$ cat config.mk
export PLATFORM = sky130hd
export DESIGN_NAME = gregorian_julian_day_converter
export DESIGN_NICKNAME = d
export VERILOG_FILES = /design/src/hdl/gjd_pkg.sv /design/src/hdl/gregorian_julian_day_converter.sv /design/src/hdl/gjd_to_jdn.sv /design/src/hdl/gjd_from_jdn.sv
export SDC_FILE = /design/constraint.sdc
export NUM_CORES = 2
export LEC_CHECK = 0
export BUFFER_PORTS_ARGS = -buffer_cell sky130_fd_sc_hd__buf_2
export CORE_UTILIZATION = 35
export DETAILED_ROUTE_END_ITERATION = 10
export SLEW_MARGIN = 25
export SYNTH_ARGS = -nofsm -noshare
export SYNTH_HDL_FRONTEND = slang
export SYNTH_SLANG_ARGS = --single-unit
$ cat constraint.sdc
create_clock -name clk -period 13 [get_ports clk]
set_clock_uncertainty 0.05 [all_clocks]
set_input_delay 1.95 -clock clk [delete_from_list [all_inputs] [get_ports clk]]
set_output_delay 1.95 -clock clk [all_outputs]
set_load 0.005 [all_outputs]
$ cat src/hdl/gjd_pkg.sv
`timescale 1ns / 1ps
// ----------------------------------------------------------------------------
// Gregorian / Julian Day Number converter package
// Shared widths, calendar constants, reciprocal multipliers and month tables.
// ----------------------------------------------------------------------------
package gjd_pkg;

    localparam int YEAR_W  = 14;
    localparam int MONTH_W = 4;
    localparam int DAY_W   = 5;
    localparam int JDN_W   = 23;
    localparam int WDAY_W  = 3;

    localparam int NSTAGE      = 7;
    localparam int TO_STAGES   = 4;
    localparam int FROM_STAGES = 6;

    localparam logic [JDN_W-1:0]   JDN_FIRST = 23'd1721426;
    localparam logic [JDN_W-1:0]   JDN_LAST  = 23'd5373484;
    localparam logic [YEAR_W-1:0]  YEAR_MAX  = 14'd9999;
    localparam logic [MONTH_W-1:0] MONTH_MAX = 4'd12;

    localparam int EPOCH_YEAR    = 4800;
    localparam int EPOCH_CENT    = 48;
    localparam int JDN_BIAS      = 32045;
    localparam int JDN_BIAS_REV  = 32044;
    localparam int X1_BIAS       = 4 * JDN_BIAS_REV + 3;
    localparam int DAYS_PER_YEAR = 365;
    localparam int DAYS_PER_400Y = 146097;
    localparam int DAYS_PER_4Y   = 1461;
    localparam int DAYS_PER_5M   = 153;
    localparam int WEEK_DAYS     = 7;

    // x / d == (x * ceil(2^sh / d)) >> sh, exact for x below 2^(sh - ceil(log2 d))
    localparam int Q100_SH    = 21;
    localparam int Q146097_SH = 44;
    localparam int Q1461_SH   = 29;
    localparam int Q153_SH    = 20;
    localparam int Q7_SH      = 26;

    localparam logic [14:0] REC_100 =
        15'(((64'd1 << Q100_SH) + 64'd99) / 64'd100);
    localparam logic [26:0] REC_146097 =
        27'(((64'd1 << Q146097_SH) + 64'(DAYS_PER_400Y) - 64'd1) / 64'(DAYS_PER_400Y));
    localparam logic [18:0] REC_1461 =
        19'(((64'd1 << Q1461_SH) + 64'(DAYS_PER_4Y) - 64'd1) / 64'(DAYS_PER_4Y));
    localparam logic [12:0] REC_153 =
        13'(((64'd1 << Q153_SH) + 64'(DAYS_PER_5M) - 64'd1) / 64'(DAYS_PER_5M));
    localparam logic [23:0] REC_7 =
        24'(((64'd1 << Q7_SH) + 64'(WEEK_DAYS) - 64'd1) / 64'(WEEK_DAYS));

    typedef struct packed {
        logic               func;
        logic [YEAR_W-1:0]  year;
        logic [MONTH_W-1:0] month;
        logic [DAY_W-1:0]   day;
        logic [JDN_W-1:0]   jdn;
    } item_t;

    function automatic logic [4:0] month_len(input logic [MONTH_W-1:0] month,
                                             input logic leap);
        logic [4:0] len;
        len = 5'd31;
        case (month) inside
            4'd2:                   len = leap ? 5'd29 : 5'd28;
            4'd4, 4'd6, 4'd9, 4'd11: len = 5'd30;
            default:                len = 5'd31;
        endcase
        return len;
    endfunction

    // days before a March-based month: (153 * mm + 2) / 5
    function automatic logic [8:0] month_offset(input logic [3:0] mm);
        logic [8:0] ofs;
        ofs = 9'd0;
        case (mm)
            4'd0:    ofs = 9'd0;
            4'd1:    ofs = 9'd31;
            4'd2:    ofs = 9'd61;
            4'd3:    ofs = 9'd92;
            4'd4:    ofs = 9'd122;
            4'd5:    ofs = 9'd153;
            4'd6:    ofs = 9'd184;
            4'd7:    ofs = 9'd214;
            4'd8:    ofs = 9'd245;
            4'd9:    ofs = 9'd275;
            4'd10:   ofs = 9'd306;
            4'd11:   ofs = 9'd337;
            default: ofs = 9'd0;
        endcase
        return ofs;
    endfunction

endpackage

$ cat src/hdl/gregorian_julian_day_converter.sv
`timescale 1ns / 1ps
// ----------------------------------------------------------------------------
// Gregorian date / Julian Day Number converter
// Converts a date to its day number (func 0) or a day number to its date
// (func 1), with weekday and range flag.
// ----------------------------------------------------------------------------
// Seven-stage pipeline: out_valid is the last stage's valid bit, and one word
// can enter every cycle while in_ready is high. The depth is set by the chain
// of reciprocal multiplies of the day-number decode (400-year and 4-year steps,
// each followed by a remainder stage, then the month step); the date encode
// runs alongside it in four stages, and the weekday fills the rest on the
// shared result. Every stage holds its own valid bit and advances on its own,
// so a stalled output only blocks the input once all seven stages are full.
module gregorian_julian_day_converter
    import gjd_pkg::*;
(
    input  logic               clk,
    input  logic               rst_n,
    input  logic               in_valid,
    output logic               in_ready,
    input  logic               func,
    input  logic [YEAR_W-1:0]  year_in,
    input  logic [MONTH_W-1:0] month_in,
    input  logic [DAY_W-1:0]   day_in,
    input  logic [JDN_W-1:0]   day_number_in,
    output logic               out_valid,
    input  logic               out_ready,
    output logic [JDN_W-1:0]   day_number_out,
    output logic [YEAR_W-1:0]  year_out,
    output logic [MONTH_W-1:0] month_out,
    output logic [DAY_W-1:0]   day_out,
    output logic [WDAY_W-1:0]  weekday,
    output logic               invalid
);

    logic [NSTAGE-1:0] valid_reg;
    logic [NSTAGE-1:0] en;

    item_t             carry_reg [0:NSTAGE-2];
    item_t             item_next;

    logic [JDN_W-1:0]  to_jdn;
    logic              to_bad;
    logic [YEAR_W-1:0] from_year;
    logic [MONTH_W-1:0] from_month;
    logic [DAY_W-1:0]  from_day;
    logic              from_bad;

    logic [JDN_W-1:0]  num5_reg, num5_next;
    logic              bad5_reg;
    logic [JDN_W-1:0]  num6_reg;
    logic [20:0]       q7_reg, q7_next;
    logic              bad6_reg;
    logic [46:0]       prod7;

    logic [JDN_W-1:0]   day_number_out_reg;
    logic [YEAR_W-1:0]  year_out_reg, year_out_next;
    logic [MONTH_W-1:0] month_out_reg, month_out_next;
    logic [DAY_W-1:0]   day_out_reg, day_out_next;
    logic [WDAY_W-1:0]  weekday_reg, weekday_next;
    logic               invalid_reg, invalid_next;

    // a stage loads when it is empty or its word moves on
    always_comb
    begin
        en[NSTAGE-1] = !valid_reg[NSTAGE-1] || out_ready;
        for (int k = NSTAGE - 2; k >= 0; k--)
        begin
            en[k] = !valid_reg[k] || en[k+1];
        end
    end

    assign in_ready  = en[0];
    assign out_valid = valid_reg[NSTAGE-1];

    always_ff @(posedge clk or negedge rst_n)
    begin
        if (!rst_n)
        begin
            valid_reg <= '0;
        end
        else
        begin
            if (en[0])
            begin
                valid_reg[0] <= in_valid;
            end
            for (int k = 1; k < NSTAGE; k++)
            begin
                if (en[k])
                begin
                    valid_reg[k] <= valid_reg[k-1];
                end
            end
        end
    end

    always_comb
    begin
        item_next.func  = func;
        item_next.year  = year_in;
        item_next.month = month_in;
        item_next.day   = day_in;
        item_next.jdn   = day_number_in;
    end

    always_ff @(posedge clk)
    begin
        if (en[0])
        begin
            carry_reg[0] <= item_next;
        end
        for (int k = 1; k < NSTAGE - 1; k++)
        begin
            if (en[k])
            begin
                carry_reg[k] <= carry_reg[k-1];
            end
        end
    end

    gjd_to_jdn u_to_jdn (
        .clk   (clk),
        .en    (en[TO_STAGES-1:0]),
        .year  (year_in),
        .month (month_in),
        .day   (day_in),
        .jdn   (to_jdn),
        .bad   (to_bad)
    );

    gjd_from_jdn u_from_jdn (
        .clk   (clk),
        .en    (en[FROM_STAGES-1:0]),
        .jdn   (day_number_in),
        .year  (from_year),
        .month (from_month),
        .day   (from_day),
        .bad   (from_bad)
    );

    // weekday: day number mod 7 plus 1
    always_comb
    begin
        num5_next = carry_reg[TO_STAGES-1].func ? carry_reg[TO_STAGES-1].jdn : to_jdn;
        prod7     = 47'(num5_reg) * 47'(REC_7);
        q7_next   = prod7[Q7_SH +: 21];
        weekday_next = WDAY_W'(24'(num6_reg) - 24'(q7_reg) * 24'(WEEK_DAYS)) + 3'd1;
    end

    always_comb
    begin
        if (carry_reg[NSTAGE-2].func)
        begin
            year_out_next  = from_year;
            month_out_next = from_month;
            day_out_next   = from_day;
            invalid_next   = from_bad;
        end
        else
        begin
            year_out_next  = carry_reg[NSTAGE-2].year;
            month_out_next = carry_reg[NSTAGE-2].month;
            day_out_next   = carry_reg[NSTAGE-2].day;
            invalid_next   = bad6_reg;
        end
    end

    always_ff @(posedge clk)
    begin
        if (en[4])
        begin
            num5_reg <= num5_next;
            bad5_reg <= to_bad;
        end
        if (en[5])
        begin
            num6_reg <= num5_reg;
            q7_reg   <= q7_next;
            bad6_reg <= bad5_reg;
        end
        if (en[6])
        begin
            day_number_out_reg <= num6_reg;
            year_out_reg       <= year_out_next;
            month_out_reg      <= month_out_next;
            day_out_reg        <= day_out_next;
            weekday_reg        <= weekday_next;
            invalid_reg        <= invalid_next;
        end
    end

    assign day_number_out = day_number_out_reg;
    assign year_out       = year_out_reg;
    assign month_out      = month_out_reg;
    assign day_out        = day_out_reg;
    assign weekday        = weekday_reg;
    assign invalid        = invalid_reg;

endmodule

$ cat src/hdl/gjd_to_jdn.sv
`timescale 1ns / 1ps
// ----------------------------------------------------------------------------
// Date to day number pipeline
// Four stages: century split, date check and March shift, partial sums, final
// sum. Invalid dates give day number zero.
// ----------------------------------------------------------------------------
module gjd_to_jdn
    import gjd_pkg::*;
(
    input  logic                 clk,
    input  logic [TO_STAGES-1:0] en,
    input  logic [YEAR_W-1:0]    year,
    input  logic [MONTH_W-1:0]   month,
    input  logic [DAY_W-1:0]     day,
    output logic [JDN_W-1:0]     jdn,
    output logic                 bad
);

    // stage A
    logic [YEAR_W-1:0]  year_a_reg;
    logic [MONTH_W-1:0] month_a_reg;
    logic [DAY_W-1:0]   day_a_reg;
    logic [7:0]         q100_a_reg, q100_a_next;
    logic [28:0]        prod_a;

    // stage B
    logic               bad_b_reg, bad_b_next;
    logic [14:0]        yy_b_reg, yy_b_next;
    logic [7:0]         yq_b_reg, yq_b_next;
    logic [3:0]         mm_b_reg, mm_b_next;
    logic [DAY_W-1:0]   day_b_reg;
    logic [13:0]        hund;
    logic               cent, leap, shift;

    // stage C
    logic [23:0]        party_c_reg, party_c_next;
    logic [8:0]         partm_c_reg, partm_c_next;
    logic [7:0]         yq_c_reg;
    logic               bad_c_reg;

    // stage D
    logic [JDN_W-1:0]   jdn_reg, jdn_next;
    logic               bad_reg;

    always_comb
    begin
        prod_a      = 29'(year) * 29'(REC_100);
        q100_a_next = prod_a[Q100_SH +: 8];
    end

    always_comb
    begin
        hund  = 14'(q100_a_reg) * 14'd100;
        cent  = (year_a_reg == hund);
        leap  = (year_a_reg[1:0] == 2'b00) && (!cent || (q100_a_reg[1:0] == 2'b00));
        shift = (month_a_reg <= 4'd2);
        mm_b_next = shift ? (month_a_reg + 4'd9) : (month_a_reg - 4'd3);
        yy_b_next = 15'(year_a_reg) + 15'(EPOCH_YEAR) - 15'(shift);
        yq_b_next = 8'(EPOCH_CENT) + q100_a_reg - 8'(shift && cent);
        bad_b_next = (year_a_reg == '0) || (year_a_reg > YEAR_MAX)
                  || (month_a_reg == '0) || (month_a_reg > MONTH_MAX)
                  || (day_a_reg == '0)
                  || (5'(day_a_reg) > month_len(month_a_reg, leap));
    end

    always_comb
    begin
        party_c_next = 24'(yy_b_reg) * 24'(DAYS_PER_YEAR) + 24'(yy_b_reg >> 2)
                     - 24'(JDN_BIAS);
        partm_c_next = month_offset(mm_b_reg) + 9'(day_b_reg) + 9'(yq_b_reg >> 2);
    end

    always_comb
    begin
        if (bad_c_reg)
        begin
            jdn_next = '0;
        end
        else
        begin
            jdn_next = JDN_W'(party_c_reg + 24'(partm_c_reg) - 24'(yq_c_reg));
        end
    end

    always_ff @(posedge clk)
    begin
        if (en[0])
        begin
            year_a_reg  <= year;
            month_a_reg <= month;
            day_a_reg   <= day;
            q100_a_reg  <= q100_a_next;
        end
        if (en[1])
        begin
            bad_b_reg <= bad_b_next;
            yy_b_reg  <= yy_b_next;
            yq_b_reg  <= yq_b_next;
            mm_b_reg  <= mm_b_next;
            day_b_reg <= day_a_reg;
        end
        if (en[2])
        begin
            party_c_reg <= party_c_next;
            partm_c_reg <= partm_c_next;
            yq_c_reg    <= yq_b_reg;
            bad_c_reg   <= bad_b_reg;
        end
        if (en[3])
        begin
            jdn_reg <= jdn_next;
            bad_reg <= bad_c_reg;
        end
    end

    assign jdn = jdn_reg;
    assign bad = bad_reg;

endmodule

$ cat src/hdl/gjd_from_jdn.sv
`timescale 1ns / 1ps
// ----------------------------------------------------------------------------
// Day number to date pipeline
// Six stages: a bias step, then reciprocal divide and remainder steps
// (400-year cycle, 4-year cycle, month); the date is assembled from the last
// stage. Out-of-range day numbers give year, month and day zero.
// ----------------------------------------------------------------------------
module gjd_from_jdn
    import gjd_pkg::*;
(
    input  logic                   clk,
    input  logic [FROM_STAGES-1:0] en,
    input  logic [JDN_W-1:0]       jdn,
    output logic [YEAR_W-1:0]      year,
    output logic [MONTH_W-1:0]     month,
    output logic [DAY_W-1:0]       day,
    output logic                   bad
);

    // bad flag travels with each stage
    logic [FROM_STAGES-1:0] bad_reg;
    logic                   bad_next;

    logic [25:0] x1_a_reg, x1_a_next;
    logic [25:0] x1_b_reg;
    logic [8:0]  b_b_reg, b_b_next;
    logic [52:0] prod_b;

    logic [17:0] x2_c_reg, x2_c_next;
    logic [8:0]  b_c_reg;
    logic [26:0] bprod_c;
    logic [17:0] r1_c;

    logic [17:0] x2_d_reg;
    logic [7:0]  e4_d_reg, e4_d_next;
    logic [8:0]  b_d_reg;
    logic [36:0] prod_d;

    logic [8:0]  e_e_reg, e_e_next;
    logic [11:0] x3_e_reg, x3_e_next;
    logic [7:0]  e4_e_reg;
    logic [8:0]  b_e_reg;
    logic [10:0] r2_e;

    logic [4:0]  mm_f_reg, mm_f_next;
    logic [8:0]  e_f_reg;
    logic [7:0]  e4_f_reg;
    logic [8:0]  b_f_reg;
    logic [24:0] prod_f;

    logic        wrap;

    always_comb
    begin
        bad_next  = (jdn < JDN_FIRST) || (jdn > JDN_LAST);
        x1_a_next = {1'b0, jdn, 2'b00} + 26'(X1_BIAS);
    end

    always_comb
    begin
        prod_b   = 53'(x1_a_reg) * 53'(REC_146097);
        b_b_next = prod_b[Q146097_SH +: 9];
    end

    always_comb
    begin
        bprod_c   = 27'(b_b_reg) * 27'(DAYS_PER_400Y);
        r1_c      = 18'(27'(x1_b_reg) - bprod_c);
        x2_c_next = {r1_c[17:2], 2'b11};
    end

    always_comb
    begin
        prod_d    = 37'(x2_c_reg) * 37'(REC_1461);
        e4_d_next = prod_d[Q1461_SH +: 8];
    end

    always_comb
    begin
        r2_e      = 11'(19'(x2_d_reg) - 19'(e4_d_reg) * 19'(DAYS_PER_4Y));
        e_e_next  = r2_e[10:2];
        x3_e_next = 12'(e_e_next) * 12'd5 + 12'd2;
    end

    always_comb
    begin
        prod_f    = 25'(x3_e_reg) * 25'(REC_153);
        mm_f_next = prod_f[Q153_SH +: 5];
    end

    always_ff @(posedge clk)
    begin
        if (en[0])
        begin
            x1_a_reg   <= x1_a_next;
            bad_reg[0] <= bad_next;
        end
        if (en[1])
        begin
            x1_b_reg   <= x1_a_reg;
            b_b_reg    <= b_b_next;
            bad_reg[1] <= bad_reg[0];
        end
        if (en[2])
        begin
            x2_c_reg   <= x2_c_next;
            b_c_reg    <= b_b_reg;
            bad_reg[2] <= bad_reg[1];
        end
        if (en[3])
        begin
            x2_d_reg   <= x2_c_reg;
            e4_d_reg   <= e4_d_next;
            b_d_reg    <= b_c_reg;
            bad_reg[3] <= bad_reg[2];
        end
        if (en[4])
        begin
            e_e_reg    <= e_e_next;
            x3_e_reg   <= x3_e_next;
            e4_e_reg   <= e4_d_reg;
            b_e_reg    <= b_d_reg;
            bad_reg[4] <= bad_reg[3];
        end
        if (en[5])
        begin
            mm_f_reg   <= mm_f_next;
            e_f_reg    <= e_e_reg;
            e4_f_reg   <= e4_e_reg;
            b_f_reg    <= b_e_reg;
            bad_reg[5] <= bad_reg[4];
        end
    end

    // January and February close the March-based year
    always_comb
    begin
        wrap = (mm_f_reg >= 5'd10);
        if (bad_reg[FROM_STAGES-1])
        begin
            year  = '0;
            month = '0;
            day   = '0;
        end
        else
        begin
            day   = DAY_W'(e_f_reg - month_offset(mm_f_reg[3:0]) + 9'd1);
            month = wrap ? MONTH_W'(mm_f_reg - 5'd9) : MONTH_W'(mm_f_reg + 5'd3);
            year  = YEAR_W'(17'(b_f_reg) * 17'd100 + 17'(e4_f_reg) + 17'(wrap)
                          - 17'(EPOCH_YEAR));
        end
    end

    assign bad = bad_reg[FROM_STAGES-1];

endmodule
==> out/qor.csv <==
metric,value,unit
outcome,completed,
synth_top_family_by_area,adder cells,
grt_pass1_vias,34255,
htreeDepth,3,
antenna_found_initial,15,
insertion_delay,0.61,ns
path_buf_inv,4,
synthMuxAreaShare,0.6171,%
mostFrequentLayoutCell,inv_1,
dp_hpwl,98.94,mm
synth.area.top_cells,"edfxtp_1, fa_1, ha_1, inv_1, xnor2_1",
clk_pin_slew,0.06,ns
grt_max_degree,85,
crit_path_max_incr_delay,0.62,ns
ys.flop_type,edfxtp_1,
min_path_type,flip-flop to flip-flop,
cpLargestDelayFamily,adder cells,
cts_hold_buf,0,
max_freq,132.7,MHz
critPathMostFrequentCell,fa_1,
syn-num-nets,6333,
ys_async_sr_fraction,1.125,%
stdcell_count,6983,
routabilityCongestion,0.9163,
die_h,403.3,um
ys_types,69,
core-area,0.1591,mm^2
floorplan.initialDensity,35.42,%
final_cell_mix,"inv_1, ha_1, fa_1, edfxtp_1, xnor2_1",
final_nets,6499,
hold_viol,0,
start_kind,flip-flop,
min_period_over_period,57.97,%
ys_ff_latch,622,
critPathKind,flip-flop to flip-flop,
synth_top_area_share,32.02,%
postCtsSetupRepairBufs,0,
syn_to_final_growth,9.838,%
clk_path_buf_depth,3,
slew_headroom,34.27,%
yosys_warnings,0,
vias,32186,
hold-path-cell-count,0,
end_kind,flip-flop,
worstPathArrival,7.86,ns
grt_first_pass_wirelength,188.4,mm
rrSetupSlack,5.46,ns
ff2ff_path_depth,21,
synth_xor_xnor_area_share,3.574,%
vias_per_cell,4.609,
seq_area_frac_synth,32.83,%
worst_path_max_delay_cell,edfxtp_1,
cts_tree,done,
layout-drive-gt1-share,5.585,%
post-route-cell-area,0.06191,mm^2
syn_inst,4614,
crit_path_cell_trace,inv_1 > ha_1 > ha_1 > fa_1 > fa_1 > inv_1 > fa_1 > inv_1 > fa_1 > inv_1 > fa_1 > ha_1 > nand3_1 > or3_1 > o311ai_0 > o221ai_1 > nand3_1 > a21oi_1 > o311ai_0 > a21oi_1 > xnor2_1,
min_period,7.536,ns
worst_pin_slew,0.9776,ns
cts_root_buf,clkbuf_16,
synth_top_area_cell,edfxtp_1,
fin_setup_tns,0,ns
rows,146,
crit_fanout,11,
die_width,403.3,um
hold_start,carry_reg[1][14],
drc_errors,0,
synthAdderAreaFrac,45.99,%
drt-total-wl,117.0,mm
synth_edf_count,601,
mappedNetlistArea,0.05636,mm^2
min_to,carry_reg[2][14],
grt_usage,14.87,%
critPathRequiredTime,13.32,ns
fillers,15127,
placed_area,0.05961,mm^2
dp.cells,6853,
largest_reg_flops,210,
clock-sinks,622,
finalMaxSlewViolations,0,
yosys.area_share.simple,3.512,%
avgSynthCellArea,12.22,um^2
pin_count,103,
grt.overflow.total,0,
setup_viol,0,
drt_iter0_markers,1481,
r2r-start,u_from_jdn.x1_a_reg[2],
drt_pass1_iterations,5,
drv_cap,0,
crit-reg2reg-capture,u_from_jdn.b_b_reg[8],
port_buffers,102,
ant_nets,0,
synth-compound-area-share,5.434,%
cts_resized,0,
wl_per_cell,16.76,um
rsz0062_at_grt,no,
numCtsBuffers,69,
dieArea,0.1627,mm^2
## cells by family (layout without fill, tap and decap cells)
family / count (synthesis) / in the layout
mux: 31 / 31
flops: 622 / 622
simple gates: 392 / 392
xor+xnor: 230 / 230
other cells: 0 / 3
fa+ha+maj: 1668 / 1668
buf+inv: 1208 / 1428
compound gates: 463 / 463
## per-stage QoR
stage | setup slack (ns) | hold WS (ns) | util (%)
after CTS | 5.499 | 0.3640 | 38.88
after detailed placement | 5.525 | 0.3545 | 37.47
after global routing | 4.968 | 0.3677 | 38.91
final | 5.464 | 0.3654 | 38.91
after global placement | 5.678 | 0.3523 | 37.46
after floorplan | 3.521 | 0.3503 | -
## synthesized netlist by cell type, types with 20 or more instances
cell type and n:
inv_1 1192, mux2_2 26, ha_1 995, fa_1 673
a21o_1 78, nand2_1 80, nand3_1 35, nor2_1 94
nand2b_1 33, a21oi_1 130, nor3_1 29, nor2b_1 20
a211oi_1 20, xnor2_1 179, xor2_1 51, edfxtp_1 601
nand4_1 21, o21ai_0 84
## worst reg2reg max path, delay by kind of cell, from the launching register on
kind                     cells  cell delay (ns)
AND/OR/NAND/NOR              3             0.72
AO/OA/AOI/OAI                5             1.50
buffers and inverters        4             0.49
flip-flops                   1             0.62
XOR/XNOR                     1             0.15
adder cells (fa/ha/maj)      8             3.78
## area by class of cell
cell class	count	area, um^2	share of cell area [%]
multi-input combinational	2784	33390	53.93
sequential	622	18500	29.89
inverter	1192	4478	7.233
tap	2146	2685	4.337
clock buffer	81	1814	2.930
timing repair buffer	111	601.8	0.9721
clock inverter	44	434.2	0.7013
antenna	3	7.507	0.01213
## how the worst max path moves through the flow
stage | end | start | slack, ns | cells after the start
2_1_floorplan | flip-flop | out_ready | 3.52 | 11
3_3_place_gp | u_from_jdn.b_b_reg[8] | u_from_jdn.x1_a_reg[2] | 5.68 | 21
3_5_place_dp | u_from_jdn.b_b_reg[8] | u_from_jdn.x1_a_reg[2] | 5.53 | 21
4_1_cts | u_from_jdn.b_b_reg[8] | u_from_jdn.x1_a_reg[2] | 5.50 | 21
5_1_grt | u_from_jdn.b_b_reg[8] | u_from_jdn.x1_a_reg[2] | 4.97 | 21
6_report | u_from_jdn.b_b_reg[8] | u_from_jdn.x1_a_reg[2] | 5.46 | 21
## metal layers
metal	track usage, %	up-vias	wire (um)
met5	0	-	108
met4	3.662	18	2821
met3	2.959	170	6839
met2	23.82	561	52980
met1	20.60	15883	54250
li1	-	15554	-
Power is not shown: default switching activity piles up to over one toggle a cycle in this logic, so the estimate is an artifact.
